--- config.mk ---
export PLATFORM = sky130hd
export DESIGN_NAME = rtn_angle_reduce
export DESIGN_NICKNAME = d
export VERILOG_FILES = /design/src/rtn_pkg.sv /design/src/rtn_angle_reduce.sv
export SDC_FILE = /design/constraint.sdc
export NUM_CORES = 1
export LEC_CHECK = 0
export BUFFER_PORTS_ARGS = -buffer_cell sky130_fd_sc_hd__buf_2
export CORE_MARGIN = 2
export CORE_UTILIZATION = 52
export CTS_CLUSTER_SIZE = 30
export DETAILED_ROUTE_END_ITERATION = 8
export GPL_TIMING_DRIVEN = 0
export PLACE_DENSITY = 0.75
export SLEW_MARGIN = 20
export SYNTH_ARGS = -nofsm -noshare
export SYNTH_HDL_FRONTEND = slang
export SYNTH_SLANG_ARGS = --single-unit
--- constraint.sdc ---
create_clock -name clk -period 9.8 [get_ports clk]
set_clock_uncertainty 0.15 [all_clocks]
set_input_delay 0.98 -clock clk [delete_from_list [all_inputs] [get_ports clk]]
set_output_delay 0.98 -clock clk [all_outputs]
set_load 0.02 [all_outputs]
--- src/rtn_pkg.sv ---
// ----------------------------------------------------------------------------
// rtn_pkg: shared types and constants for the ROE to RTN state block
// Angle constants, CORDIC arctangent table, register codes and pipeline types.
// ----------------------------------------------------------------------------
package rtn_pkg;

  localparam int CORDIC_ITERATIONS = 24;
  localparam int IDX_W = (CORDIC_ITERATIONS > 1) ? $clog2(CORDIC_ITERATIONS) : 1;
  localparam int OUTPUT_WIDTH = 48;

  // internal datapath widths
  localparam int ROT_W   = 34;  // CORDIC x, y, z in Q30 with headroom
  localparam int PROD_W  = 36;  // element times cos or sin, Q31
  localparam int DRIFT_W = 40;  // da*u in Q31
  localparam int ELEM_W  = 44;  // combined position / velocity terms
  localparam int MUL_W   = 42;  // scale multiplier (a*1000 or V*1000)
  localparam int HALF_M  = 21;  // split of the scale multiplier
  localparam int PP_W    = ELEM_W + HALF_M + 1;
  localparam int SUM_W   = ELEM_W + MUL_W + 1;
  localparam int POS_SHIFT = 31;
  localparam int VEL_SHIFT = 47;

  localparam logic signed [27:0] TWO_PI_Q24  = 28'sd105414357;
  localparam logic signed [27:0] PI_Q24      = 28'sd52707179;
  localparam logic signed [27:0] HALF_PI_Q24 = 28'sd26353589;
  localparam logic signed [ROT_W-1:0] GAIN_Q30 = 34'sd652032874;

  localparam logic [25:0] AXIS_RESET    = 26'd6928000;
  localparam logic [48:0] GM_RESET      = 49'd398600441800000;
  localparam logic [35:0] AXIS_MM_RESET = 36'd6928000000;

  typedef enum logic [2:0] {
    REG_AXIS, REG_GM, REG_DA, REG_DL, REG_EX, REG_EY, REG_IX, REG_IY
  } rtn_reg_t;

  typedef enum logic [1:0] {SC_LOAD, SC_DIV, SC_SQRT, SC_IDLE} rtn_scale_state_t;

  // payload handed from one rotation cell to the next
  typedef struct packed {
    logic                    vld;
    logic                    flip;
    logic signed [31:0]      u;
    logic signed [ROT_W-1:0] x;
    logic signed [ROT_W-1:0] y;
    logic signed [ROT_W-1:0] z;
  } rtn_rot_t;

  // atan(2^-i) in Q30, rounded to nearest
  function automatic logic signed [ROT_W-1:0] atan_q30(input logic [IDX_W-1:0] idx);
    int i;
    logic signed [ROT_W-1:0] v;
    i = int'(idx);
    case (i)
      0: v = 34'sd843314857;
      1: v = 34'sd497837829;
      2: v = 34'sd263043837;
      3: v = 34'sd133525159;
      4: v = 34'sd67021687;
      5: v = 34'sd33543516;
      6: v = 34'sd16775851;
      7: v = 34'sd8388437;
      8: v = 34'sd4194283;
      9: v = 34'sd2097149;
      default: begin
        if (i <= 30) v = {{(ROT_W-1){1'b0}}, 1'b1} << (30 - i);
        else v = '0;
      end
    endcase
    return v;
  endfunction

endpackage

--- src/rtn_angle_reduce.sv ---
// ----------------------------------------------------------------------------
// rtn_angle_reduce: angle reduction front end
// Reduces the Q7.24 angle modulo 2*pi, folds it into +-pi/2 and seeds the
// rotation chain. Three register stages.
// ----------------------------------------------------------------------------
module rtn_angle_reduce import rtn_pkg::*; (
  input  logic               clk,
  input  logic               rst_n,
  input  logic               adv,
  input  logic               in_vld,
  input  logic signed [31:0] u,
  output rtn_rot_t           rot
);

  localparam logic [31:0] C16 = 32'd1686629712;
  localparam logic [31:0] C8  = 32'd843314856;
  localparam logic [31:0] C4  = 32'd421657428;
  localparam logic [31:0] C2  = 32'd210828714;
  localparam logic [31:0] C1  = 32'd105414357;

  logic               s1_vld_r, s2_vld_r, s3_vld_r;
  logic               s1_neg_r, s3_flip_r;
  logic signed [31:0] s1_u_r, s2_u_r, s3_u_r;
  logic [31:0]        s1_mag_r;
  logic signed [27:0] s2_r_r;
  logic signed [ROT_W-1:0] s3_z_r;

  logic [31:0]        mag0, ma, mb, mc, md, me;
  logic signed [27:0] r2, r3;
  logic               flip3;

  // magnitude, then subtract 16C and 8C
  always_comb begin
    mag0 = u[31] ? (32'd0 - u) : u;
    ma   = (mag0 >= C16) ? (mag0 - C16) : mag0;
    mb   = (ma >= C8) ? (ma - C8) : ma;
  end

  // subtract 4C, 2C, C and restore the sign of the dividend
  always_comb begin
    mc = (s1_mag_r >= C4) ? (s1_mag_r - C4) : s1_mag_r;
    md = (mc >= C2) ? (mc - C2) : mc;
    me = (md >= C1) ? (md - C1) : md;
    r2 = s1_neg_r ? (28'sd0 - $signed(me[27:0])) : $signed(me[27:0]);
  end

  // wrap into +-pi, fold into +-pi/2
  always_comb begin
    r3    = s2_r_r;
    flip3 = 1'b0;
    if (r3 > PI_Q24) r3 = r3 - TWO_PI_Q24;
    if (r3 < -PI_Q24) r3 = r3 + TWO_PI_Q24;
    if (r3 > HALF_PI_Q24) begin
      r3    = r3 - PI_Q24;
      flip3 = 1'b1;
    end else if (r3 < -HALF_PI_Q24) begin
      r3    = r3 + PI_Q24;
      flip3 = 1'b1;
    end
  end

  // control stages
  always_ff @(posedge clk) begin
    if (!rst_n) begin
      s1_vld_r <= 1'b0;
      s2_vld_r <= 1'b0;
      s3_vld_r <= 1'b0;
    end else if (adv) begin
      s1_vld_r <= in_vld;
      s2_vld_r <= s1_vld_r;
      s3_vld_r <= s2_vld_r;
    end
  end

  // payload stages
  always_ff @(posedge clk) begin
    if (adv) begin
      s1_neg_r  <= u[31];
      s1_u_r    <= u;
      s1_mag_r  <= mb;
      s2_u_r    <= s1_u_r;
      s2_r_r    <= r2;
      s3_u_r    <= s2_u_r;
      s3_flip_r <= flip3;
      s3_z_r    <= ROT_W'(r3) <<< 6;
    end
  end

  assign rot.vld  = s3_vld_r;
  assign rot.flip = s3_flip_r;
  assign rot.u    = s3_u_r;
  assign rot.x    = GAIN_Q30;
  assign rot.y    = '0;
  assign rot.z    = s3_z_r;

endmodule

# Word level (Yosys, flattened, before mapping)
# Index checks and enable logic that the tools add are counted.
# word_totals
register_bits,189
output_inout_bits,136
word_cells,43
# classes
n_addsub,11
order_cmp,9
n_mux,12
# ops
operator,n
$mux 28,6
$mux 32,5
$sub 28x27->28 const B,2
$ge 32x27->1 const B,1
$ge 32x28->1 const B,1
$ge 32x29->1 const B,1
$ge 32x30->1 const B,1
$ge 32x31->1 const B,1
$sub 1x32->32 const A,1
$sub 32x28->32 const B,1
$sub 32x29->32 const B,1
$sub 32x30->32 const B,1
$sub 32x31->32 const B,1
$add 28x27->28 const B,1
$add 28x28->28 const B,1
$gt 28x26->1 const B,1
$gt 28x27->1 const B,1
$lt 28x26->1 const B,1
$lt 28x27->1 const B,1
$sub 1x28->28 const A,1
$sub 28x28->28 const B,1
$mux 1,1

# Longest topological paths before layout
# logic_depth
word_depth,8
ltp_mapped,34
ltp_nobuf,27

# Least setup slack after synthesis
# OpenSTA, ideal clock, no wires.
# synth_path
kind,register to register
start,reg s1_mag_r[2]
end,reg s2_r_r[26] (data pin)
setup_time_ns,0.264
arrival_ns,6.927
t_required_ns,9.386
path_slack_ns,2.459
stages_incl_launch_ff,31
path_buffers,6
synth_period_minus_slack_ns,7.341
path_cell_list,edfxtp_1 clkbuf_1 inv_1 ha_1 buf_2 nor2b_1 clkbuf_1 o31ai_2 a2111o_1 a311oi_1 xnor2_1 nor2_1 o22a_1 or3_1 buf_2 o221ai_1 o221ai_1 a21oi_1 o21ai_1 a21oi_2 clkbuf_1 clkbuf_1 nor2_1 xnor2_1 ha_1 inv_1 or2_2 a21oi_1 o211ai_2 o41ai_2 xnor2_1
# synth_via
elab_chain_len,8
word_cells_on_any_way,11
# synth_lines
item,line_no,rtl
from (decl),rtn_angle_reduce.sv:24,logic [31:0] s1_mag_r;
from (signal assigned),rtn_angle_reduce.sv:80,s1_mag_r <= mb;
$sub 32x29->32 or $ge 32x29->1 (tied branches),rtn_angle_reduce.sv:41,mc = (s1_mag_r >= C4) ? (s1_mag_r - C4) : s1_mag_r;
$mux 32 *,rtn_angle_reduce.sv:41,
$sub 32x28->32 or $ge 32x28->1 (tied branches),rtn_angle_reduce.sv:42,md = (mc >= C2) ? (mc - C2) : mc;
$mux 32 *,rtn_angle_reduce.sv:42,
$sub 28x27->28 or $ge 32x27->1 (tied branches),rtn_angle_reduce.sv:43,me = (md >= C1) ? (md - C1) : md;
$mux 28 *,rtn_angle_reduce.sv:43,
$sub 1x28->28,rtn_angle_reduce.sv:44,r2 = s1_neg_r ? (28'sd0 - $signed(me[27:0])) : $signed(me[27:0]);
$mux 28 *,rtn_angle_reduce.sv:44,
net r2[26],rtn_angle_reduce.sv:29,"logic signed [27:0] r2, r3;"
to (signal assigned),rtn_angle_reduce.sv:82,s2_r_r <= r2;
to (decl),rtn_angle_reduce.sv:25,logic signed [27:0] s2_r_r;
# The timed path passes the listed nets; every way through them passes the cells marked *.
# A chain may end at the register's enable or synchronous reset.

# Worst setup path in the final report
# Same ends and word-level chain as after synthesis.

==> results_dict.tcl <==
set metrics [dict create \
    worstPathMaxFanout 10 \
    synth_seq_area_share_pct 32.7 \
    rrSetupSlack_ps 630 \
    rows 66 \
    slowest_stage "a2111oi_2" \
    dieWidth_um 185 \
    worstSkewPairLatency_ps 450 \
    rr_worst_depth 30 \
    synthAdderAreaFrac_pct 0.951 \
    worstPathArrival_ps 9220 \
    power.internal_uw 3790 \
    synth_flop_cell "edfxtp_1" \
    setup_viol 0 \
    holdCritStartpoint "s1_u_r[7]" \
    die_h_um 185 \
    areaGrowthSynthToFinish_pct 11.7 \
    synth_top_family_by_area "compound AO/OA/AOI/OAI gates" \
    cts_max_path_buffers 2 \
    cpMostUsedCell "clkbuf_1" \
    hold_ws_ps 265 \
    setup.worst_path.start_class "flop" \
    switching_share_pct 50.8 \
    muxShareOfSynthArea_pct 1.87 \
    path_clk_slew_ps 80 \
    port_buffers 97 \
    setup_tns_ps 0 \
    cpPeakStageDelay_ps 670 \
    yosysMostFrequentCell "xnor2_1" \
    yosysTopAreaCell "edfxtp_1" \
    die_area_um2 34400 \
    antenna_found_initial 0 \
    regArea_um2 5590 \
    ys_ff_latch 187 \
    clkPwrFrac_pct 8.9 \
    ys_types 107 \
    synth_xor_area_share_pct 13.5 \
    cts_tree "done" \
    p_comb_share_pct 72.5 \
    relSlewSlack_pct 31.6 \
    synth_warnings 0 \
    rsz0062_at_grt "no" \
    routed_wl_mm 47.0 \
    crit_path_end "s2_r_r[26]" \
    via_per_inst 6.06 \
    grt_util_all_layers_pct 27.2 \
    startpoint "s1_mag_r[2]" \
    drive_above_1_share_pct 14.7 \
    synth.top_cells.by_count "187 x xnor2_1, 184 x edfxtp_1, 156 x nand2_1" \
    outcome "complete, no violations" \
    layoutNonFillerInstCount 2600 \
    num_vias 15764 \
    cts_buffers 17 \
    grt_max_degree 104 \
    powerDensity_nw_per_um2 403 \
    drtIter0Drc 1387 \
    drt_pass1_iterations 5 \
    peakVddDrop_v 0.000259 \
    h-tree-depth 4 \
    multi_input_area_um2 10600 \
    routedWlPerCell_um 18.1 \
    netlist_area_um2 17100 \
    grt_pass1_vias 14227 \
    layout.nets 2194 \
    syn_area_per_cell_um2 8.75 \
    synthCells 1955 \
    final.period_utilization_pct 93.6 \
    worstSetupEndpointType "flop" \
    cts_root_buffer "clkbuf_16" \
    synthTopCellsByArea "edfxtp_1 32%, xnor2_1 9.6%, xor2_1 3.9%" \
    ys_async_sr_fraction_pct 0 \
    n_fill_cell 2906 \
    dpl.hpwl_mm 36.8 \
    grt_pass1_wl_mm 74.3 \
    ios 172 \
    fin_crit_ps 9170 \
    post-place-cells 2568 \
    hold_viol 0 \
    p_switching_uw 3910 \
    cts_sinks 187 \
    initial_utilization_pct 52.7 \
    drcViolationCount 0 \
    postCtsSetupRepairBufs 0 \
    synth-simple-area-share_pct 20.1 \
    slew_viol_final 0 \
    max_cap_viol_count 0 \
    grt_remaining_overflow 0 \
    core_area_um2 32500 \
    crit_type "reg2reg" \
    postRouteAntennaNets 0 \
    p_seq_share_pct 18.6 \
    report.power.total_uw 7700 \
    r2r-end "s2_r_r[26]" \
    r2r_start "s1_mag_r[2]" \
    gp_congestion 0.963 \
    cts_hold_buf 0 \
    synth-edff-count 184 \
    hold_class "reg2reg" \
    synth_compound_area_share_pct 23.9 \
    required_ps 9850 \
    synth_top_cell_area_share_pct 32.3 \
    worst_slew_pin_slew_ps 1010 \
    diodes 0 \
    clock.fmax_mhz 109 \
    leakagePower_uw 0.00685 \
]
==> kinds of logic (layout without fill, tap and decap cells) <==
| kind of cell | Yosys count | count (layout) |
|---|---|---|
| adder cells (fa/ha/maj) | 13 | 13 |
| other | 2 | 74 |
| AO/OA/AOI/OAI | 565 | 565 |
| multiplexers | 30 | 30 |
| AND/OR/NAND/NOR | 671 | 671 |
| XOR/XNOR | 264 | 264 |
| buffers and inverters | 223 | 354 |
| flip-flops | 187 | 187 |
==> layout by cell type (no fill, tap or decap), types with 21 or more instances in the layout <==
master | netlist | final
a21o_1 | 25 | 25
buf_2 | 20 | 116
edfxtp_1 | 184 | 184
nor2_1 | 151 | 151
nand3_1 | 62 | 62
o21ai_0 | 102 | 102
o31ai_1 | 28 | 28
nand2_1 | 156 | 156
a31oi_1 | 27 | 27
a211oi_1 | 25 | 25
clkbuf_1 | 67 | 66
xor2_1 | 77 | 77
buf_4 | 78 | 78
xnor2_1 | 187 | 186
conb_1 | 2 | 74
nor3_1 | 62 | 62
nor4_1 | 26 | 26
nand2b_1 | 25 | 25
or3_1 | 30 | 30
a21oi_1 | 101 | 101
inv_1 | 45 | 45
nand4_1 | 21 | 21
==> critical path: cells and delay by family (launching register included) <==
kind | cells | cell delay [ps]
xor gates and xnor gates | 2 | 300
AOI/OAI and AO/OA | 10 | 3740
and+or+nand+nor | 8 | 1720
DFF | 1 | 330
adders and majority gates | 2 | 430
buffers and inverters | 8 | 2220
==> power by group through the flow <==
| stage | Sequential [uW] | Combinational (uW) | Clock [uW] |
|---|---|---|---|
| after floorplan | 1500 | 4210 | 0 |
| after global placement | 1450 | 5380 | 0 |
| after detailed placement | 1450 | 5470 | 0 |
| after CTS | 1430 | 5500 | 695 |
| after global routing | 1450 | 6090 | 730 |
| final | 1430 | 5590 | 683 |
==> registers in the layout, summed over array words and instances, names as in the netlist <==
name       cells
s2_vld_r       1
s1_mag_r      31
s1_neg_r       1
s3_vld_r       1
s3_u_r        32
s2_r_r        28
s1_vld_r       1
s2_u_r        32
s3_z_r        28
s1_u_r        31
s3_flip_r      1
==> how the worst min path moves through the flow <==
stage                  to  slack [ps]  cells past startpoint
2_1_floorplan  s2_u_r[10]         250                      0
3_3_place_gp    s3_u_r[2]         250                      0
3_5_place_dp    s2_u_r[3]         250                      0
4_1_cts         s2_u_r[7]         270                      0
5_1_grt         s2_u_r[9]         280                      0
6_report        s2_u_r[7]         270                      0
==> metrics by stage <==
step           utilization (%)  worst slack [ps]  cell area [um^2]
2_1_floorplan                -              2460             17400
3_3_place_gp              56.7               487             18400
3_5_place_dp              56.9               360             18500
4_1_cts                   58.7               316             19100
5_1_grt                   58.8               102             19100
6_report                  58.8               626             19100
==> final cells by class <==
class	count	share of cell area [%]
Buffer	176	5.29
Clock buffer	17	2.23
Multi-Input combinational cell	1617	55.7
Sequential cell	187	29.3
Inverter	47	0.924
Tap cell	442	2.90
Timing Repair Buffer	99	2.88
Clock inverter	15	0.845
==> per-layer routing <==
layer | routed length (um) | GRT usage [%] | part of all wire, % | vias to the layer above
li1 | - | - | - | 7577
met1 | 19700 | 34.4 | 42 | 7440
met2 | 23000 | 46.5 | 49 | 646
met3 | 2950 | 4.62 | 6.3 | 101
met4 | 1430 | 9.97 | 3.0 | 0
met5 | 0 | 0 | 0 | -
==> repair_timing <==
item | 4_1_cts | 5_1_grt
endpoints found under the setup margin | 0 | 11
hold endpoints to repair | 0 | 0
gates resized for setup | 0 | 7
Power figures use the tool's default switching activity.
