`src/rtn_pkg.sv`:
```
// ----------------------------------------------------------------------------
// rtn_pkg: shared types and constants for the ROE to RTN state block
// Angle constants, CORDIC arctangent table, register codes and pipeline types.
// ----------------------------------------------------------------------------
package rtn_pkg;

  localparam int CORDIC_ITERATIONS = 24;
  localparam int IDX_W = (CORDIC_ITERATIONS > 1) ? $clog2(CORDIC_ITERATIONS) : 1;
  localparam int OUTPUT_WIDTH = 48;

  // internal datapath widths
  localparam int ROT_W   = 34;  // CORDIC x, y, z in Q30 with headroom
  localparam int PROD_W  = 36;  // element times cos or sin, Q31
  localparam int DRIFT_W = 40;  // da*u in Q31
  localparam int ELEM_W  = 44;  // combined position / velocity terms
  localparam int MUL_W   = 42;  // scale multiplier (a*1000 or V*1000)
  localparam int HALF_M  = 21;  // split of the scale multiplier
  localparam int PP_W    = ELEM_W + HALF_M + 1;
  localparam int SUM_W   = ELEM_W + MUL_W + 1;
  localparam int POS_SHIFT = 31;
  localparam int VEL_SHIFT = 47;

  localparam logic signed [27:0] TWO_PI_Q24  = 28'sd105414357;
  localparam logic signed [27:0] PI_Q24      = 28'sd52707179;
  localparam logic signed [27:0] HALF_PI_Q24 = 28'sd26353589;
  localparam logic signed [ROT_W-1:0] GAIN_Q30 = 34'sd652032874;

  localparam logic [25:0] AXIS_RESET    = 26'd6928000;
  localparam logic [48:0] GM_RESET      = 49'd398600441800000;
  localparam logic [35:0] AXIS_MM_RESET = 36'd6928000000;

  typedef enum logic [2:0] {
    REG_AXIS, REG_GM, REG_DA, REG_DL, REG_EX, REG_EY, REG_IX, REG_IY
  } rtn_reg_t;

  typedef enum logic [1:0] {SC_LOAD, SC_DIV, SC_SQRT, SC_IDLE} rtn_scale_state_t;

  // payload handed from one rotation cell to the next
  typedef struct packed {
    logic                    vld;
    logic                    flip;
    logic signed [31:0]      u;
    logic signed [ROT_W-1:0] x;
    logic signed [ROT_W-1:0] y;
    logic signed [ROT_W-1:0] z;
  } rtn_rot_t;

  // atan(2^-i) in Q30, rounded to nearest
  function automatic logic signed [ROT_W-1:0] atan_q30(input logic [IDX_W-1:0] idx);
    int i;
    logic signed [ROT_W-1:0] v;
    i = int'(idx);
    case (i)
      0: v = 34'sd843314857;
      1: v = 34'sd497837829;
      2: v = 34'sd263043837;
      3: v = 34'sd133525159;
      4: v = 34'sd67021687;
      5: v = 34'sd33543516;
      6: v = 34'sd16775851;
      7: v = 34'sd8388437;
      8: v = 34'sd4194283;
      9: v = 34'sd2097149;
      default: begin
        if (i <= 30) v = {{(ROT_W-1){1'b0}}, 1'b1} << (30 - i);
        else v = '0;
      end
    endcase
    return v;
  endfunction

endpackage

```
`src/rtn_cordic_cell.sv`:
```
// ----------------------------------------------------------------------------
// rtn_cordic_cell: one rotation-mode CORDIC micro-rotation
// Holds x, y, z of one item and hands them to the next cell each cycle that adv is high.
// ----------------------------------------------------------------------------
module rtn_cordic_cell import rtn_pkg::*; (
  input  logic             clk,
  input  logic             rst_n,
  input  logic             adv,
  input  logic [IDX_W-1:0] stage_idx,
  input  rtn_rot_t         din,
  output rtn_rot_t         dout
);

  rtn_rot_t dout_r, dout_nxt;
  logic signed [ROT_W-1:0] dx, dy, at;

  // rotate toward zero residual angle
  always_comb begin
    dx       = din.y >>> stage_idx;
    dy       = din.x >>> stage_idx;
    at       = atan_q30(stage_idx);
    dout_nxt = din;
    if (!din.z[ROT_W-1]) begin
      dout_nxt.x = din.x - dx;
      dout_nxt.y = din.y + dy;
      dout_nxt.z = din.z - at;
    end else begin
      dout_nxt.x = din.x + dx;
      dout_nxt.y = din.y - dy;
      dout_nxt.z = din.z + at;
    end
  end

  always_ff @(posedge clk) begin
    if (!rst_n) begin
      dout_r.vld <= 1'b0;
    end else if (adv) begin
      dout_r <= dout_nxt;
    end
  end

  assign dout = dout_r;

endmodule

```
`config.mk`:
```
export PLATFORM = sky130hd
export DESIGN_NAME = rtn_cordic_cell
export DESIGN_NICKNAME = d
export VERILOG_FILES = /design/src/rtn_pkg.sv /design/src/rtn_cordic_cell.sv
export SDC_FILE = /design/constraint.sdc
export NUM_CORES = 1
export LEC_CHECK = 0
export BUFFER_PORTS_ARGS = -buffer_cell sky130_fd_sc_hd__buf_2
export CORE_MARGIN = 3
export CORE_UTILIZATION = 53
export DETAILED_ROUTE_END_ITERATION = 10
export MAX_ROUTING_LAYER = met4
export PLACE_DENSITY_LB_ADDON = 0.08
export SETUP_SLACK_MARGIN = 0.1
export SLEW_MARGIN = 25
export SYNTH_ARGS = -nofsm -noshare
export SYNTH_HDL_FRONTEND = slang
export SYNTH_SLANG_ARGS = --single-unit
```
`constraint.sdc`:
```
create_clock -name clk -period 7.1 [get_ports clk]
set_input_delay 1.065 -clock clk [delete_from_list [all_inputs] [get_ports clk]]
set_output_delay 1.065 -clock clk [all_outputs]
set_load 0.005 [all_outputs]
```
; ---- Word-level counts from Yosys, hierarchy flattened
; Cells that the tools add are included.
; Widths: inputs -> output; s select.
[totals]
reg_bits = 136
latchBits = 0
ramBits = 0
rom_bits = 0
input_bits = 144
output_inout_bits = 136
word_cells = 31
mem_count = 0
[classes]
addsub = 7
n_mul = 0
div_mod_pow = 0
order_cmp = 1
n_eq_ne = 9
shifts = 3
muxes = 3
bitwise = 0
reduce_logical = 2
[op_table]
columns = op, n
row1 = $pmux 34 s10, 1
row2 = $add 34x34->34, 3
row3 = $mux 102, 1
row4 = $sub 34x34->34, 3
row5 = $sshr 34x5->34, 2
row6 = $mux 34, 1
row7 = $shl 1x32->34 const A, 1
row8 = $eq 5x3->1 const B, 4
row9 = $eq 5x2->1 const B, 2
row10 = $eq 5x4->1 const B, 2
row11 = $sub 5x5->6 const A, 1
row12 = $eq 5x1->1 const B, 1
row13 = $le 5x5->1 const B, 1
row14 = $logic_not 5->1, 1
row15 = $reduce_and 2->1, 1

; ---- Depth between registers and ports, before layout
; Gate-level depths: netlist of the first run.
[depth]
ltp_word = 6
depth_mapped = 28
mapped_depth_nobuf = 23

; ---- Worst setup path before layout of the first run
; No wires, ideal clock.
[synth_path]
path_type = input to register
start = input port stage_idx[1]
end = register dout_r (netlist bit dout[33]) (data pin)
setup_ns = 0.269
t_arrival_ns = 6.299
required_ns = 6.831
slack_ns = 0.531
path_stages = 26
path_buffers = 7
path_cell_list = buf_2 -> buf_2 -> inv_1 -> buf_2 -> buf_2 -> buf_2 -> ha_1 -> clkbuf_1 -> and3_1 -> clkbuf_1 -> nor2_1 -> o211ai_1 -> or2_2 -> nor4_1 -> nor2_1 -> xnor2_1 -> ha_1 -> a21o_1 -> a21o_1 -> a21oi_1 -> o21ai_0 -> a21oi_1 -> o21ai_0 -> a211o_1 -> a2111oi_0 -> nor3_1
[synth_lines]
columns = item, line_no
row1 = start: declaration, rtn_cordic_cell.sv:9  ; input logic [IDX_W-1:0] stage_idx,
row2 = end signal: assignment, rtn_cordic_cell.sv:38  ; dout_r <= dout_nxt;
row3 = end: declaration, rtn_cordic_cell.sv:14  ; rtn_rot_t dout_r, dout_nxt;

==> metrics.cfg, run 1 <==
[worst_setup_path]
worstRegToRegCells=2
cp-start-kind=primary input
critPathCaptureType=flop
timing.rr.end=dout[135]
r2r-start=dout[135]
critical_path_class=in2reg
arrival_ns=6.80
critPathMaxFanout=20
r2r_slack_ns=6.49
required_ns=7.31

[final_layout]
final_cells=2616
largest_reg_flops=136
drive_above_1_share=0.278
final_area_um2=20300
area_growth_pct=17.3
nNetsFinal=2421
nFillCells=2697

[min_path]
holdCritPathClass=reg2reg
hold_depth=2
whs_endpoint=dout[135]
worstHoldStart=dout[135]

[run]
drv_cap=0

[detailed_routing]
drc=0
drt_iter0_drc=2184
vias=17668
routed_via_density=6.75
routed_wl_um=64200
wire_per_inst_um=24.5
dr.pass1.iters=6
route.antenna.remaining_nets=0

[clock_network]
clkLatencyLatePin_ns=0.46
clock-sinks=136
path_clk_slew_ns=0.07
cts_tree=built
clockRootBuffer=clkbuf_16
cts-buffers-inserted=17
cts.path.max_buffers=2
htree_num_levels=4
cts_setup_buffers=0

[floorplan]
dieArea_um2=34800
coreArea_um2=31900
fp.dieH_um=187
core.rowCount=65
io_pins=280
initial_core_util=0.542
die_x_um=187

[timing]
fin_skew_ns=0
setup_viol=0
drv_slew=0
max_clock_freq_ghz=0.152
fin_hold_ws_ns=0.539
hold_violations=0
finalSetupTns_ns=0
worst_pin_slew_ns=0.912
min_period_over_period=0.929
min_period_ns=6.59
relSlewSlack=0.392
rsz0062_at_grt=false

[global_route]
grt_pass1_vias=17123
grt_util_all_layers=0.373
grt_antenna_before_repair=1
grt_max_degree=69
overflow=0
grt_pass1_wl_um=99500

[yosys]
yosysSeqAreaShare=0.236
syn_area_um2=17300
syn_inst=1844
async_flop_share=0
synth_cell_types=101
synthFlopType=edfxtp_1
synth_seq_cells=136
synth_edf_count=135
synth.avg_cell_area_um2=9.37
syn_nets=2098
yosysWarnings=0

[run_status]
status=complete, no violations

[placement]
placed_cell_area_um2=19700
dp_hpwl_um=50700
portBuffers=279
gp_congestion=1.09
place_inst=2583

[pwr]
p_leak_uw=0.00853
powerDensity_nw_per_um2=202
total_power_uw=4090
ir_worst_vdd_mv=0.177

[what timing repair did]
item,CTS,global route
hold buffers,0,0
setup endpoints to repair,0,3
gates resized for setup,0,3
[synthesized netlist by cell type (all sizes together), types with 5 or more instances]
master | count | area [um^2]
a31oi | 48 | 300
a221o | 5 | 50.1
nor3 | 38 | 206
nor2 | 135 | 507
a211o | 11 | 96.3
o211ai | 21 | 171
o22ai | 22 | 138
nand4 | 18 | 125
nand2 | 131 | 492
nand3 | 39 | 205
edfxtp | 135 | 4050
buf | 65 | 443
or3 | 8 | 50.1
mux2 | 43 | 492
nor3b | 6 | 45.0
o31a | 8 | 70.1
xor2 | 53 | 464
a21o | 68 | 510
and3 | 29 | 181
a2111oi | 10 | 106
ha | 107 | 1340
inv | 45 | 169
a311oi | 6 | 52.6
clkbuf | 45 | 169
a22oi | 13 | 103
o21a | 16 | 120
a211oi | 19 | 143
mux4 | 83 | 1880
and4 | 9 | 78.8
a41oi | 5 | 43.8
a21oi | 149 | 746
o21ai | 68 | 340
nand2b | 22 | 138
or2 | 8 | 50.1
nor4 | 9 | 98.8
o31ai | 6 | 45.0
o221ai | 12 | 105
xnor2 | 124 | 1090
nor2b | 23 | 144
a221oi | 11 | 109
a21boi | 11 | 82.6
and2 | 15 | 93.8
mux2i | 60 | 601
o21bai | 21 | 158
[cells in the final DEF (no fill, tap or decap), types with 11 or more instances in the layout]
master     synthesis  final
a211o_1           11     11
a211oi_1          19     19
a21boi_0          11     11
a21o_1            68     68
a21oi_1          149    149
a22oi_1           12     12
a31oi_1           48     48
and2_1            15     14
and3_1            29     29
buf_2             33    276
buf_4              6    133
clkbuf_16          0     17
edfxtp_1         135    135
ha_1             107    106
inv_1             44     44
mux2_2            39     39
mux2i_1           60     60
mux4_2            79     79
nand2_1          131    131
nand2b_1          22     22
nand3_1           37     37
nand4_1           16     16
nor2_1           135    135
nor2b_1           23     23
nor3_1            36     36
o211ai_1          20     20
o21a_1            16     16
o21ai_0           64     64
o21bai_1          21     21
o221ai_1          12     12
o22ai_1           22     22
xnor2_1          124    124
xor2_1            53     53
[through the flow]
step | setup WS (ns) | util
floorplan | 0.531 | -
CTS | 0.456 | 0.635
finish | 0.506 | 0.636
global placement | 0.180 | 0.617
global route | 0.100 | 0.636
detailed placement | 0.0421 | 0.617
[how the worst max path moves through the flow]
stage / start / slack [ns] / to / cells past startpoint
floorplan: stage_idx[1] / 0.53 / dout[33] / 26
global placement: stage_idx[0] / 0.18 / dout[64] / 20
detailed placement: stage_idx[0] / 0.04 / dout[64] / 21
CTS: stage_idx[0] / 0.46 / dout[64] / 21
global route: stage_idx[0] / 0.10 / dout[64] / 22
finish: stage_idx[0] / 0.51 / dout[64] / 22
[where the power goes]
group          switching, uW  internal [uW]
registers               26.0           1080
clock network            407            470
logic                   1200            909
[cells by family after synthesis]
logic type	Yosys count	synth area share
AOI/OAI and AO/OA	574	0.228
xor gates and xnor gates	177	0.0897
adders and majority gates	110	0.0810
buffers and inverters	155	0.0452
DFF	136	0.236
muxes	186	0.172
and+or+nand+nor	506	0.148
[layer usage]
layer  vias to the layer above  GRT usage  wire length, um
met3                       212     0.0830             7500
met1                      8460      0.494            25700
met4                         0      0.164             3140
met5                         -          -                0
li1                       7818          -                -
met2                      1178      0.550            27800
[critical path: stages]
cell and delay, ns:
buf_6 0.23, buf_4 0.34, buf_4 0.36, mux2_2 0.40, mux2i_1 0.14, buf_4 0.17, mux2_2 0.24, o221ai_1 0.24
nor4bb_1 0.38, and3b_1 0.36, a21oi_1 0.12, xnor2_1 0.15, ha_1 0.38, a21o_1 0.18, a21oi_1 0.18, nand2_1 0.08
o21a_1 0.19, a41o_1 0.29, a311o_1 0.39, a311oi_1 0.50, mux2i_1 0.30, nand3_1 0.09
[cell type report]
| class | count | area, um^2 | area share |
|---|---|---|---|
| antenna | 1 | 2.50 | 0.000123 |
| clock buffer | 18 | 439 | 0.0217 |
| clock inverter | 14 | 126 | 0.00624 |
| inverter | 45 | 169 | 0.00834 |
| multi-input combinational | 1553 | 12400 | 0.614 |
| sequential | 136 | 4070 | 0.201 |
| tap | 435 | 544 | 0.0269 |
| timing repair buffer | 414 | 2470 | 0.122 |
(Power assumes the default switching activity.)
==> inputs of run 2 (changes only) <==
Settings changed: GPL_ROUTABILITY_DRIVEN set to 0.
Clock period 7.1 ns to 8.2 ns, I/O delays scaled along.
==> run 2 against run 1 <==
  * The flow now finishes with violations (DRC)
  * Die area is the same
  * Final area fell by 3.7%
  * Non-clock buffer count fell by 91
  * Via count shrank 2.7%
  * Clock power decreased by 15%
==> metrics.cfg, run 2 (synthesis results as in run 1) <==
[global_route]
grt_antenna_before_repair=0
grt_max_degree=86
grt_pass1_vias=16193
overflow=0
grt_pass1_wl_um=91000
grt_util_all_layers=0.337

[worst_setup_path]
critical_path_class=in2reg
critPathMaxFanout=85
r2r_slack_ns=7.61
critPathCaptureType=flop
cpLargestDelayFamily=compound AO/OA/AOI/OAI gates
arrival_ns=7.58
cp-start-kind=primary input
worstRegToRegCells=2
r2r-start=dout[135]
slowest_delay_ns=0.65
path_buf_inv=1
timing.rr.end=dout[135]
path_cells=buf_6 -> mux4_2 -> mux2i_1 -> a2111oi_0 -> a221oi_1 -> and4_1 -> nand4_1 -> o41a_1 -> xnor2_1 -> ha_1 -> a21o_1 -> a21o_1 -> a2111oi_0 -> o2111ai_1 -> a311oi_1 -> o21ai_0 -> a21boi_0 -> o21ai_0 -> xor2_1
required_ns=8.40
slowest_stage=buf_6

[clock_network]
postCtsHoldBufs=0
clock-sinks=136
cts_resized=0
cts.path.max_buffers=2
cts_tree=built
htree_num_levels=4
clockRootBuffer=clkbuf_16
path_clk_slew_ns=0.06
clkLatencyLatePin_ns=0.45
cts_setup_buffers=0
cts-buffers-inserted=17

[detailed_routing]
drc=1
wire_per_inst_um=23.3
routed_wl_um=58700
route.antenna.remaining_nets=0
drt_iter0_drc=2476
dr.pass1.iters=11
vias=17186
routed_via_density=6.81

[placement]
place_ws_ns=0.541
dp_hpwl_um=45200
portBuffers=279

[pwr]
p_leak_uw=0.00808
ir_worst_vdd_mv=0.150
powerDensity_nw_per_um2=174
total_power_uw=3400

[min_path]
worstHoldStart=dout[135]
whs_endpoint=dout[135]
hold_depth=2
holdCritPathClass=reg2reg

[final_layout]
drive_above_1_share=0.244
largest_reg_flops=136
n_antenna_cell=0
nFillCells=2833
area_growth_pct=13.0
final_cell_mix=276 x buf_2, 149 x a21oi_1, 135 x nor2_1, 135 x edfxtp_1, 131 x nand2_1
nNetsFinal=2330
layout_commonest_cell=buf_2

[timing]
worst_pin_slew_ns=1.12
fin_hold_ws_ns=0.528
min_period_ns=7.39
fin_skew_ns=0
drv_slew=0
finalSetupTns_ns=0
max_clock_freq_ghz=0.135
setup_viol=0
rsz0062_at_grt=false
worst_slack_ns=0.814
relSlewSlack=0.231
hold_violations=0
min_period_over_period=0.901

[run_status]
status=complete, but fails checks
violations=DRC

[floorplan]
core.rowCount=65
initial_core_util=0.542
dieArea_um2=34800
coreArea_um2=31900
fp.dieH_um=187
io_pins=280
die_x_um=187

[run]
drv_cap=0

## run 2: cell count changes in the layout (fill, tap and decap cells not counted), sizes merged
cell and change:
buf -91, clkinv +7, bufinv +1, inv -8, diode -1
## run 2: routing by layer
metal  wire length (um)  track usage  up-vias
met2              25200        0.493     1221
met5                  0            -        -
met1              23100        0.443     8081
met4               2750        0.143        0
li1                   -            -     7628
met3               7650       0.0887      256
## run 2: per-stage QoR
stage	cell area, um^2	std cells	util
5_1_grt	19500	2524	0.612
6_report	19500	2524	0.612
4_1_cts	19500	2524	0.612
3_5_place_dp	19000	2492	0.595
3_3_place_gp	19000	2492	0.595
2_1_floorplan	17300	1844	-
## run 2: worst max-delay path by stage
stage               depth (start not counted)  slack (ns)          from         to
global route                               19        0.43  stage_idx[0]  dout[101]
global placement                           21        0.70  stage_idx[0]   dout[64]
finish                                     19        0.81  stage_idx[0]  dout[101]
CTS                                        20        1.00  stage_idx[0]  dout[101]
floorplan                                  26        1.47  stage_idx[1]   dout[33]
detailed placement                         20        0.54  stage_idx[0]  dout[101]
## run 2: final cells by class
type / count / area, um^2 / area share
clock buffers: 18 / 429 / 0.0220
flip-flops and latches: 136 / 4070 / 0.209
inverters: 45 / 169 / 0.00865
multi-input cells: 1553 / 12400 / 0.637
repair buffers: 323 / 1750 / 0.0897
clock inverters: 14 / 126 / 0.00648
well taps: 435 / 544 / 0.0279
## run 2: power by group
group	switching (uW)	total, uW	leakage, uW	internal, uW
clock	328	745	0.000266	417
sequential	21.3	955	0.00128	934
combinational	982	1700	0.00653	722
total	1330	3400	0.00808	2070
## run 2: tightest hold or removal path, stage by stage, from the launching register on
cell	delay [ns]
dfxtp_1	0.31
mux2i_1	0.12
nor2b_1	0.06
