--- src/rtn_pkg.sv ---
// ----------------------------------------------------------------------------
// rtn_pkg: shared types and constants for the ROE to RTN state block
// Angle constants, CORDIC arctangent table, register codes and pipeline types.
// ----------------------------------------------------------------------------
package rtn_pkg;

  localparam int CORDIC_ITERATIONS = 24;
  localparam int IDX_W = (CORDIC_ITERATIONS > 1) ? $clog2(CORDIC_ITERATIONS) : 1;
  localparam int OUTPUT_WIDTH = 48;

  // internal datapath widths
  localparam int ROT_W   = 34;  // CORDIC x, y, z in Q30 with headroom
  localparam int PROD_W  = 36;  // element times cos or sin, Q31
  localparam int DRIFT_W = 40;  // da*u in Q31
  localparam int ELEM_W  = 44;  // combined position / velocity terms
  localparam int MUL_W   = 42;  // scale multiplier (a*1000 or V*1000)
  localparam int HALF_M  = 21;  // split of the scale multiplier
  localparam int PP_W    = ELEM_W + HALF_M + 1;
  localparam int SUM_W   = ELEM_W + MUL_W + 1;
  localparam int POS_SHIFT = 31;
  localparam int VEL_SHIFT = 47;

  localparam logic signed [27:0] TWO_PI_Q24  = 28'sd105414357;
  localparam logic signed [27:0] PI_Q24      = 28'sd52707179;
  localparam logic signed [27:0] HALF_PI_Q24 = 28'sd26353589;
  localparam logic signed [ROT_W-1:0] GAIN_Q30 = 34'sd652032874;

  localparam logic [25:0] AXIS_RESET    = 26'd6928000;
  localparam logic [48:0] GM_RESET      = 49'd398600441800000;
  localparam logic [35:0] AXIS_MM_RESET = 36'd6928000000;

  typedef enum logic [2:0] {
    REG_AXIS, REG_GM, REG_DA, REG_DL, REG_EX, REG_EY, REG_IX, REG_IY
  } rtn_reg_t;

  typedef enum logic [1:0] {SC_LOAD, SC_DIV, SC_SQRT, SC_IDLE} rtn_scale_state_t;

  // payload handed from one rotation cell to the next
  typedef struct packed {
    logic                    vld;
    logic                    flip;
    logic signed [31:0]      u;
    logic signed [ROT_W-1:0] x;
    logic signed [ROT_W-1:0] y;
    logic signed [ROT_W-1:0] z;
  } rtn_rot_t;

  // atan(2^-i) in Q30, rounded to nearest
  function automatic logic signed [ROT_W-1:0] atan_q30(input logic [IDX_W-1:0] idx);
    int i;
    logic signed [ROT_W-1:0] v;
    i = int'(idx);
    case (i)
      0: v = 34'sd843314857;
      1: v = 34'sd497837829;
      2: v = 34'sd263043837;
      3: v = 34'sd133525159;
      4: v = 34'sd67021687;
      5: v = 34'sd33543516;
      6: v = 34'sd16775851;
      7: v = 34'sd8388437;
      8: v = 34'sd4194283;
      9: v = 34'sd2097149;
      default: begin
        if (i <= 30) v = {{(ROT_W-1){1'b0}}, 1'b1} << (30 - i);
        else v = '0;
      end
    endcase
    return v;
  endfunction

endpackage

--- src/rtn_scale_unit.sv ---
// ----------------------------------------------------------------------------
// rtn_scale_unit: velocity scale sequencer
// Computes floor(sqrt(mu*2^32/a)) with a bit-serial divider followed by a
// bit-pair square root (all ones on overflow or a zero axis), and presents it times 1000.
// ----------------------------------------------------------------------------
module rtn_scale_unit import rtn_pkg::*; (
  input  logic        clk,
  input  logic        rst_n,
  input  logic        start,
  input  logic [25:0] axis,
  input  logic [48:0] gm,
  output logic        ready,
  output logic [MUL_W-1:0] vm
);

  rtn_scale_state_t state_r, state_nxt;
  logic [6:0]  cnt_r;
  logic [80:0] dvd_r;
  logic [26:0] rem_r, rem_sh;
  logic [63:0] q_r, res_r, bit_r, trial, res_nxt;
  logic        over_r, ge, take;
  logic [31:0] scale_r;
  logic [MUL_W-1:0] vm_r;

  // next state
  always_comb begin
    state_nxt = state_r;
    unique case (state_r)
      SC_LOAD: state_nxt = SC_DIV;
      SC_DIV:  if (cnt_r == 7'd0) state_nxt = SC_SQRT;
      SC_SQRT: if (cnt_r == 7'd0) state_nxt = SC_IDLE;
      SC_IDLE: if (start) state_nxt = SC_LOAD;
      default: state_nxt = SC_LOAD;
    endcase
  end

  // outputs
  always_comb begin
    ready = (state_r == SC_IDLE);
  end

  // datapath step terms
  always_comb begin
    rem_sh  = {rem_r[25:0], dvd_r[80]};
    ge      = (rem_sh >= {1'b0, axis});
    trial   = res_r + bit_r;
    take    = (q_r >= trial);
    res_nxt = take ? ((res_r >> 1) + bit_r) : (res_r >> 1);
  end

  always_ff @(posedge clk) begin
    if (!rst_n) state_r <= SC_LOAD;
    else state_r <= state_nxt;
  end

  // divide, then take the root
  always_ff @(posedge clk) begin
    case (state_r)
      SC_LOAD: begin
        dvd_r  <= {gm, 32'd0};
        rem_r  <= '0;
        q_r    <= '0;
        over_r <= (axis == 26'd0);
        cnt_r  <= 7'd80;
      end
      SC_DIV: begin
        rem_r <= ge ? (rem_sh - {1'b0, axis}) : rem_sh;
        q_r   <= {q_r[62:0], ge};
        if (ge && (cnt_r >= 7'd64)) over_r <= 1'b1;
        dvd_r <= dvd_r << 1;
        if (cnt_r == 7'd0) begin
          res_r <= '0;
          bit_r <= 64'd1 << 62;
          cnt_r <= 7'd31;
        end else begin
          cnt_r <= cnt_r - 7'd1;
        end
      end
      SC_SQRT: begin
        if (take) q_r <= q_r - trial;
        res_r <= res_nxt;
        bit_r <= bit_r >> 2;
        cnt_r <= cnt_r - 7'd1;
        if (cnt_r == 7'd0) scale_r <= over_r ? 32'hFFFF_FFFF : res_nxt[31:0];
      end
      default: ;
    endcase
  end

  // hold the scale times 1000
  always_ff @(posedge clk) begin
    vm_r <= MUL_W'(scale_r) * MUL_W'(1000);
  end

  assign vm = vm_r;

endmodule

--- config.mk ---
export PLATFORM = sky130hd
export DESIGN_NAME = rtn_scale_unit
export DESIGN_NICKNAME = d
export VERILOG_FILES = /design/src/rtn_pkg.sv /design/src/rtn_scale_unit.sv
export SDC_FILE = /design/constraint.sdc
export NUM_CORES = 1
export LEC_CHECK = 0
export ABC_AREA = 1
export BUFFER_PORTS_ARGS = -buffer_cell sky130_fd_sc_hd__buf_2
export CAP_MARGIN = 20
export CORE_MARGIN = 4
export CORE_UTILIZATION = 60
export DETAILED_ROUTE_END_ITERATION = 8
export MAX_ROUTING_LAYER = met4
export PLACE_DENSITY = 0.78
export SETUP_SLACK_MARGIN = 0.1
export SLEW_MARGIN = 10
export SYNTH_ARGS = -nofsm -noshare
export SYNTH_HDL_FRONTEND = slang
export SYNTH_SLANG_ARGS = --single-unit
--- constraint.sdc ---
create_clock -name clk -period 10.45 [get_ports clk]
set_input_delay 2.09 -clock clk [delete_from_list [all_inputs] [get_ports clk]]
set_output_delay 2.09 -clock clk [all_outputs]
set_load 0.03 [all_outputs]
Word-level counts from Yosys, hierarchy flattened
Cells that the tools add are included.
{ "op_classes": {"n_eq_ne": 8, "muxes": 18, "n_reduce_logical": 12, "order_cmp": 3, "add_sub_neg": 5, "n_mul": 1} }
{ "op_table": {"columns": ["op", "count"], "rows": [
  ["$mux 64", 4],
  ["$pmux 64 s2", 2],
  ["$pmux 64 s3", 1],
  ["$pmux 81 s2", 1],
  ["$add 63x64->64", 1],
  ["$add 64x64->64", 1],
  ["$ge 64x64->1", 1],
  ["$sub 64x64->64", 1],
  ["$pmux 26 s2", 1],
  ["$mul 32x7->39 const B", 1],
  ["$ge 27x26->1", 1],
  ["$logic_not 26->1", 1],
  ["$mux 26", 1],
  ["$sub 26x26->26", 1],
  ["$pmux 7 s3", 1],
  ["$ne 2x2->1 const B", 5],
  ["$pmux 2 s4", 1],
  ["$reduce_and 2->1", 4],
  ["$ge 7x7->1 const B", 1],
  ["$logic_not 7->1", 1],
  ["$mux 7", 1],
  ["$sub 7x1->7 const B", 1],
  ["$mux 2", 3],
  ["$eq 2x2->1 const B", 2],
  ["8 further kinds", 9]
]} }
{ "word_totals": {"reg_bits": 380} }

Longest topological paths before layout
Gate-level depths: netlist of the first run.
{ "depth": {"ltp_word": 4, "ltp_mapped": 28, "ltp_nobuf": 27} }

Worst setup path before layout of the first run
Ideal clock, no wire load.
{ "synth_timing": {"kind": "register to register", "startpoint": "reg state_r[0]", "endpoint": "reg bit_r[0], enable pin", "slack_ns": 1.769, "arrival_time_ns": 7.998, "synth_period_minus_slack_ns": 8.681, "stages_incl_launch_ff": 7, "setup_ns": 0.683, "path_cell_list": "dfxtp_1 > inv_1 > ha_1 > clkbuf_1 > clkinv_1 > clkbuf_1 > o21ai_0"} }
{ "synth_between": {"elab_chain_cells": 3, "word_cells_on_any_way": 5, "cone_classes": "3 x eq/ne; 2 x reduce/logical"} }
{ "synth_lines": {"columns": ["element", "line", "text"], "rows": [
  ["start, declared", "rtn_scale_unit.sv:16", "rtn_scale_state_t state_r, state_nxt;"],
  ["start signal, assigned", "rtn_scale_unit.sv:53", "else state_r <= state_nxt;"],
  ["$eq 2x1->1 / $eq 2x2->1 (equally long branches)", "rtn_scale_unit.sv:58", "case (state_r)"],
  ["$ne 2x2->1 (no source line) / $reduce_bool 2->1 (equally long branches)", null, null],
  ["$reduce_and 2->1 (no source line) *", null, null],
  ["end signal, assigned", "rtn_scale_unit.sv:73", "bit_r <= 64'd1 << 62;"],
  ["end signal, assigned", "rtn_scale_unit.sv:82", "bit_r <= bit_r >> 2;"],
  ["end, declared", "rtn_scale_unit.sv:20", "logic [63:0] q_r, res_r, bit_r, trial, res_nxt;"]
]} }
Every way passes the cells marked *; elsewhere a longest branch is shown, timed or not.
A chain may end at the register's enable or synchronous reset.

Worst setup path after layout of the first run
{ "layout_timing": {"startpoint": "reg res_r[6]", "endpoint": "reg q_r[3], enable pin"} }
{ "layout_between": {"elab_chain_cells": 4} }
{ "layout_lines": {"columns": ["element", "line", "text"], "rows": [
  ["start, declared", "rtn_scale_unit.sv:20", null],
  ["start signal, assigned", "rtn_scale_unit.sv:81", "res_r <= res_nxt;"],
  ["$add 64x64->64", "rtn_scale_unit.sv:46", "trial = res_r + bit_r;"],
  ["$ge 64x64->1", "rtn_scale_unit.sv:47", "take = (q_r >= trial);"],
  ["$ne 2x2->1 (no source line)", null, null],
  ["$reduce_and 2->1 (no source line)", null, null],
  ["end signal, assigned", "rtn_scale_unit.sv:68", "q_r <= {q_r[62:0], ge};"],
  ["end signal, assigned", "rtn_scale_unit.sv:80", "if (take) q_r <= q_r - trial;"],
  ["end, declared", "rtn_scale_unit.sv:20", null]
]} }
Every way passes these cells.

==> impl_metrics.yaml, run 1 <==
detailed_routing:
  first_iter_violations: 3362
  wl_mm: 112
  routed_via_density: 5.70
  vias: 33400
  dr.pass1.iters: 6
  detail_route.wl_per_cell_microns: 19.2
  wl_met2_mm: 51.4
  dr_wl_met3_mm: 10.1
  drc: 0
  routed.top_layer: "met4"
  wl_met1_mm: 46.3
  drtAntennaViolNets: 0
finish:
  syn2layout_area_growth_pct: 7.84
  final_common_cell: "nand2_1"
  drive_above_1_share_pct: 5.50
  utilization_pct: 65.4
  antenna_cells: 0
  final_cell_mix: "1624 x nand2_1, 866 x inv_1, 418 x nor2_1, 335 x a21oi_1, 329 x nand3_1"
  final_nets: 5526
  design_area_sq_um: 36100
clock_network:
  ctsResizeCount: 0
  cts-root-buf: "clkbuf_16"
  postCtsSetupBuffers: 0
  clock_latency_ns: 0.58
  h-tree-depth: 2
  cts_sinks: 316
  cts_hold_buf: 0
  clock_path_buffers: 3
  cts_tree: "built"
  numCtsBuffers: 39
  clkTransAtPathRegs_ns: 0.06
synthesis:
  avgSynthCellArea_sq_um: 6.72
  async_flop_share_pct: 0
  synthTopCellsByArea: "edfxtp_1 25%, nand2_1 18%, inv_1 9.7%, ha_1 9.2%, fa_1 7.2%"
  synthSimpleGateAreaFrac_pct: 31.6
  post-synth-top-area-fraction_pct: 24.7
  ys.flop_type: "edfxtp_1"
  yosysSeqAreaShare_pct: 27.1
  synth_area_sq_um: 33500
  synth_top_family_by_area: "simple AND/OR/NAND/NOR gates"
  ys_warn_count: 0
  synth_area_leader_cell: "edfxtp_1"
  ys_ff_latch: 316
  synthXorXnorAreaFrac_pct: 3.53
  syn-instance-count: 4988
  synth_cell_types: 54
  synthAdderAreaFrac_pct: 16.4
  synth_edf_count: 275
  synthMuxAreaShare_pct: 0
  synth_compound_area_share_pct: 10.3
setup_path:
  crit_required_ns: 10.66
  cp_max_fo: 48
  worstPathArrival_ns: 6.71
  reg2reg_depth: 23
  worstSetupStartpointType: "flop"
  criticalPathCategory: "reg2reg"
  cp-end-kind: "flop"
status:
  outcome: "completed"
timing:
  min_period_ns: 6.50
  rsz0062_at_grt: "no"
  drv_slew: 0
  relSlewSlack_pct: 28.0
  timing.final.crit_share_pct: 62.2
  hold_viol: 0
  finalSetupViolCount: 0
  fin_tns_setup_ns: 0
  worst_slew_pin_slew_ns: 1.08
  fmax_mhz: 154
  fin_worst_skew_ns: 0.0210
floorplan:
  dieArea_sq_um: 59700
  core_area_sq_um: 55200
  floorplan.initialDensity_pct: 60.7
  row_count: 86
  die_w_microns: 244
  ioPinCount: 121
  die_height_microns: 244
grt:
  grt_max_degree: 76
  gr-usage-all-layers_pct: 37.6
  grt.overflow.total: 0
  grt_pass1_wl_mm: 173
  grt_pass1_vias: 31400
  antenna_found_initial: 0
place:
  io_buffers: 117
  gp_congestion: 1.07
  place.detailed.hpwl_mm: 89.9
  detailed_place.area_sq_um: 34800
power_and_ir_drop:
  p_leak_nw: 17.9
  p_per_area_nw_per_um2: 300
  peakVddDrop_v: 0.000282
min_path:
  hold_path_depth: 2
  hold_path.class: "reg2reg"
run:
  cap_violations: 0
-- metal layers --
layer | track usage (%) | up-vias
met5 | - | -
met4 | 13.4 | 0
met3 | 5.41 | 283
met2 | 60.6 | 1696
met1 | 48.9 | 15300
li1 | - | 16100
-- final cells by class --
| class | instances | area, sq um |
|---|---|---|
| clock inverters | 20 | 272 |
| fillers | 5021 | 19100 |
| multi-input cells | 3716 | 20800 |
| repair buffers | 129 | 676 |
| clock buffers | 52 | 1100 |
| well taps | 748 | 936 |
| inverters | 879 | 3300 |
| flip-flops and latches | 316 | 9080 |
-- logic make-up (layout without fill, tap and decap cells) --
group	Yosys count	count (layout)
compound gates	636	636
xor+xnor	135	135
fa+ha+maj	367	367
buf+inv	958	1080
flops	316	316
other cells	1	3
simple gates	2575	2575
-- power breakdown --
group	switching [mW]	total, mW	leakage, nW	internal [mW]
Combinational	4.91	6.97	14.1	2.06
Clock	0.592	1.48	0.663	0.892
Sequential	0.341	2.39	3.13	2.05
-- registers in the layout, indices dropped and copies added (netlist names) --
name	count
over_r	1
rem_r	26
res_r	64
vm	39
cnt_r	7
state_r	2
scale_r	32
dvd_r	49
bit_r	32
q_r	64
-- cells in the mapped netlist (2+ instances only) --
cell / number
a21boi_0: 4
a21oi_2: 21
a211oi_1: 3
inv_1: 868
o21ai_0: 196
o31ai_1: 3
nor2_1: 419
dfxtp_1: 41
edfxtp_1: 275
nand3b_1: 24
nand2_1: 1625
o21ai_1: 13
nand2_2: 27
buf_12: 2
o2111ai_1: 3
fa_1: 120
nor3_1: 52
ha_1: 247
and2_1: 6
clkinv_1: 4
buf_4: 11
a21oi_1: 335
inv_2: 7
or2_2: 12
buf_2: 8
xor2_1: 80
a21o_1: 16
buf_6: 3
o21bai_1: 20
nor4_1: 13
o21a_1: 5
xnor2_1: 55
nor2_2: 4
a31oi_1: 8
clkbuf_1: 43
nand3_1: 329
o211ai_1: 3
nor2_4: 4
nand4_1: 50
and3_1: 5
buf_1: 11
-- stage by stage --
step,setup WS (ns),hold slack [ns],power [mW],cells
2_1_floorplan,1.77,0.453,7.22,4990
3_3_place_gp,4.16,0.497,9.06,5788
3_5_place_dp,4.08,0.506,9.18,5788
4_1_cts,4.06,0.516,10.7,5860
5_1_grt,3.54,0.536,11.6,5860
6_report,3.95,0.512,10.8,5860
-- worst paths after layout --
check,from,slack (ns),end
setup / recovery,res_r[6],3.95,q_r[3]
setup reg to reg,res_r[6],3.95,q_r[3]
hold / removal,dvd_r[41],0.51,dvd_r[42]
hold reg to reg,dvd_r[41],0.51,dvd_r[42]
-- worst max-delay path: stages, from the launching register on --
cell and delay, ns:
edfxtp_1 0.51, ha_1 0.42, nand2_1 0.12, nor2_1 0.16
inv_1 0.05, o21bai_1 0.28, a21oi_1 0.21, o21ai_0 0.43
nand2_1 0.27, nand3_1 0.15, nand2_1 0.12, ha_1 0.44
nand2_1 0.10, inv_2 0.08, nand3_2 0.11, nor4_2 0.33
nand2_1 0.15, nor2_2 0.18, nor2_4 0.04, buf_4 0.35
nand2_4 0.33, o21ai_0 0.15, inv_2 0.46, buf_4 0.62
(Power assumes the default switching activity.)
==> run 2, diff against run 1 <==
Clock period 10.45 ns to 6.5 ns, I/O delays scaled along.
==> run 2 against run 1 <==
First-iteration DRC count down 3.3%. Clock power up 46%. Worst setup slack worse by 3.5 ns. Sequential cell count unchanged.
==> impl_metrics.yaml, run 2 (synthesized netlist as in run 1, its figures left out) <==
setup_path:
  r2r_start: "res_r[30]"
  reg2reg_setup_slack_ns: 0.47
  cp-end-kind: "flop"
  worstSetupStartpointType: "flop"
  worstPathArrival_ns: 6.21
  r2r_end: "q_r[46]"
  cp_max_fo: 64
  crit_required_ns: 6.68
  criticalPathCategory: "reg2reg"
  reg2reg_depth: 20
timing:
  finalSetupViolCount: 0
  worst_slew_pin_slew_ns: 1.08
  fmax_mhz: 166
  relSlewSlack_pct: 28.2
  hold_viol: 0
  rsz0062_at_grt: "no"
  drv_slew: 0
  fin_tns_setup_ns: 0
  timing.final.crit_share_pct: 92.8
  min_period_ns: 6.03
  fin_worst_skew_ns: 0.0344
  fin_ws_ns: 0.471
detailed_routing:
  detail_route.wl_per_cell_microns: 18.4
  drc: 0
  first_iter_violations: 3250
  dr.pass1.iters: 8
  routed_via_density: 5.61
  wl_mm: 108
  vias: 32900
  drtAntennaViolNets: 0
min_path:
  min_from: "dvd_r[36]"
  hold_path.class: "reg2reg"
  holdPathEnd: "dvd_r[37]"
  hold_path_depth: 2
finish:
  final_cell_mix: "1624 x nand2_1, 866 x inv_1, 418 x nor2_1, 335 x a21oi_1, 329 x nand3_1"
  final_common_cell: "nand2_1"
  syn2layout_area_growth_pct: 7.50
  seq_area_sq_um: 9080
  final_nets: 5528
  instances_no_fill: 5861
  antenna_cells: 0
  drive_above_1_share_pct: 5.53
  largest_registers: "q_r: 64 flops, res_r: 64 flops, dvd_r: 49 flops"
  design_area_sq_um: 36000
  multi_input_area_sq_um: 20800
  fillers: 5114
grt:
  grt_pass1_vias: 30800
  antenna_found_initial: 0
  grt.overflow.total: 0
  grt_max_degree: 97
  gr-usage-all-layers_pct: 36.4
  grt_pass1_wl_mm: 168
floorplan:
  floorplan.initialDensity_pct: 60.7
  ioPinCount: 121
  row_count: 86
  dieArea_sq_um: 59700
  die_w_microns: 244
  core_area_sq_um: 55200
  die_height_microns: 244
run:
  cap_violations: 0
place:
  place.detailed.hpwl_mm: 86.5
  io_buffers: 117
  detailed_place.area_sq_um: 34800
  dpl_worst_slack_ns: 0.799
  gp_congestion: 1.05
  dp.cells: 5791
clock_network:
  postCtsSetupBuffers: 0
  cts-root-buf: "clkbuf_16"
  clock_path_buffers: 3
  numCtsBuffers: 38
  h-tree-depth: 2
  cts_hold_buf: 0
  clkTransAtPathRegs_ns: 0.06
  clock_latency_ns: 0.59
  cts_tree: "built"
  cts_sinks: 316
  ctsResizeCount: 0
status:
  outcome: "completed"
power_and_ir_drop:
  peakVddDrop_v: 0.000655
  p_leak_nw: 17.8
  p_per_area_nw_per_um2: 474
## run 2: worst max-delay path, stage by stage, from the launching register on
cell and delay, ns:
edfxtp_1 0.57, ha_1 0.48, nand2_1 0.14, o21ai_0 0.37, nand2_1 0.18, o21ai_0 0.47, a21oi_1 0.18, nor3_1 0.20
nor2_1 0.08, nand3b_1 0.09, nand2_1 0.07, ha_1 0.43, nand2_1 0.18, nor4_2 0.49, nand2_1 0.18, nor2_2 0.19
nor2_4 0.06, nand2_4 0.24, o21ai_0 0.18, inv_2 0.08, buf_4 0.73
## run 2: power breakdown
part / leakage [nW] / total, mW / switching, mW / internal (mW)
Clock: 0.590 / 2.16 / 0.945 / 1.22
Sequential: 3.13 / 3.87 / 0.580 / 3.29
Combinational: 14.1 / 11.0 / 7.70 / 3.32
## run 2: how the worst max path moves through the flow
stage                          start  endpoint  slack (ns)  cells after the start
after floorplan           state_r[0]  bit_r[0]        0.42                      6
after global placement     res_r[30]   q_r[50]        0.81                     20
after detailed placement   res_r[22]   q_r[47]        0.80                     20
after CTS                  res_r[22]   q_r[46]        0.76                     20
after global routing       res_r[22]   q_r[10]        0.22                     20
final                      res_r[30]   q_r[46]        0.47                     20
## run 2: area by class of cell
| class | instances | area share (%) |
|---|---|---|
| Sequential cell | 316 | 25.2 |
| Clock buffer | 46 | 2.75 |
| Clock inverter | 24 | 0.636 |
| Timing Repair Buffer | 132 | 1.97 |
| Inverter | 879 | 9.17 |
| Multi-Input combinational cell | 3716 | 57.7 |
| Tap cell | 748 | 2.60 |
## run 2: per-stage QoR
stage	util (%)	power [mW]	hold WS, ns
after floorplan	-	11.6	0.453
after global placement	63.0	14.5	0.501
after detailed placement	63.0	14.6	0.501
after CTS	65.2	16.9	0.509
after global routing	65.2	18.4	0.541
final	65.2	17.1	0.506
## run 2: metal layers
| metal | GRT usage (%) | wire length, microns | vias up |
|---|---|---|---|
| met1 | 47.9 | 45400 | 15000 |
| li1 | - | - | 16100 |
| met3 | 5.04 | 9230 | 266 |
| met5 | - | 0 | - |
| met2 | 58.3 | 49100 | 1557 |
| met4 | 12.4 | 4100 | 0 |
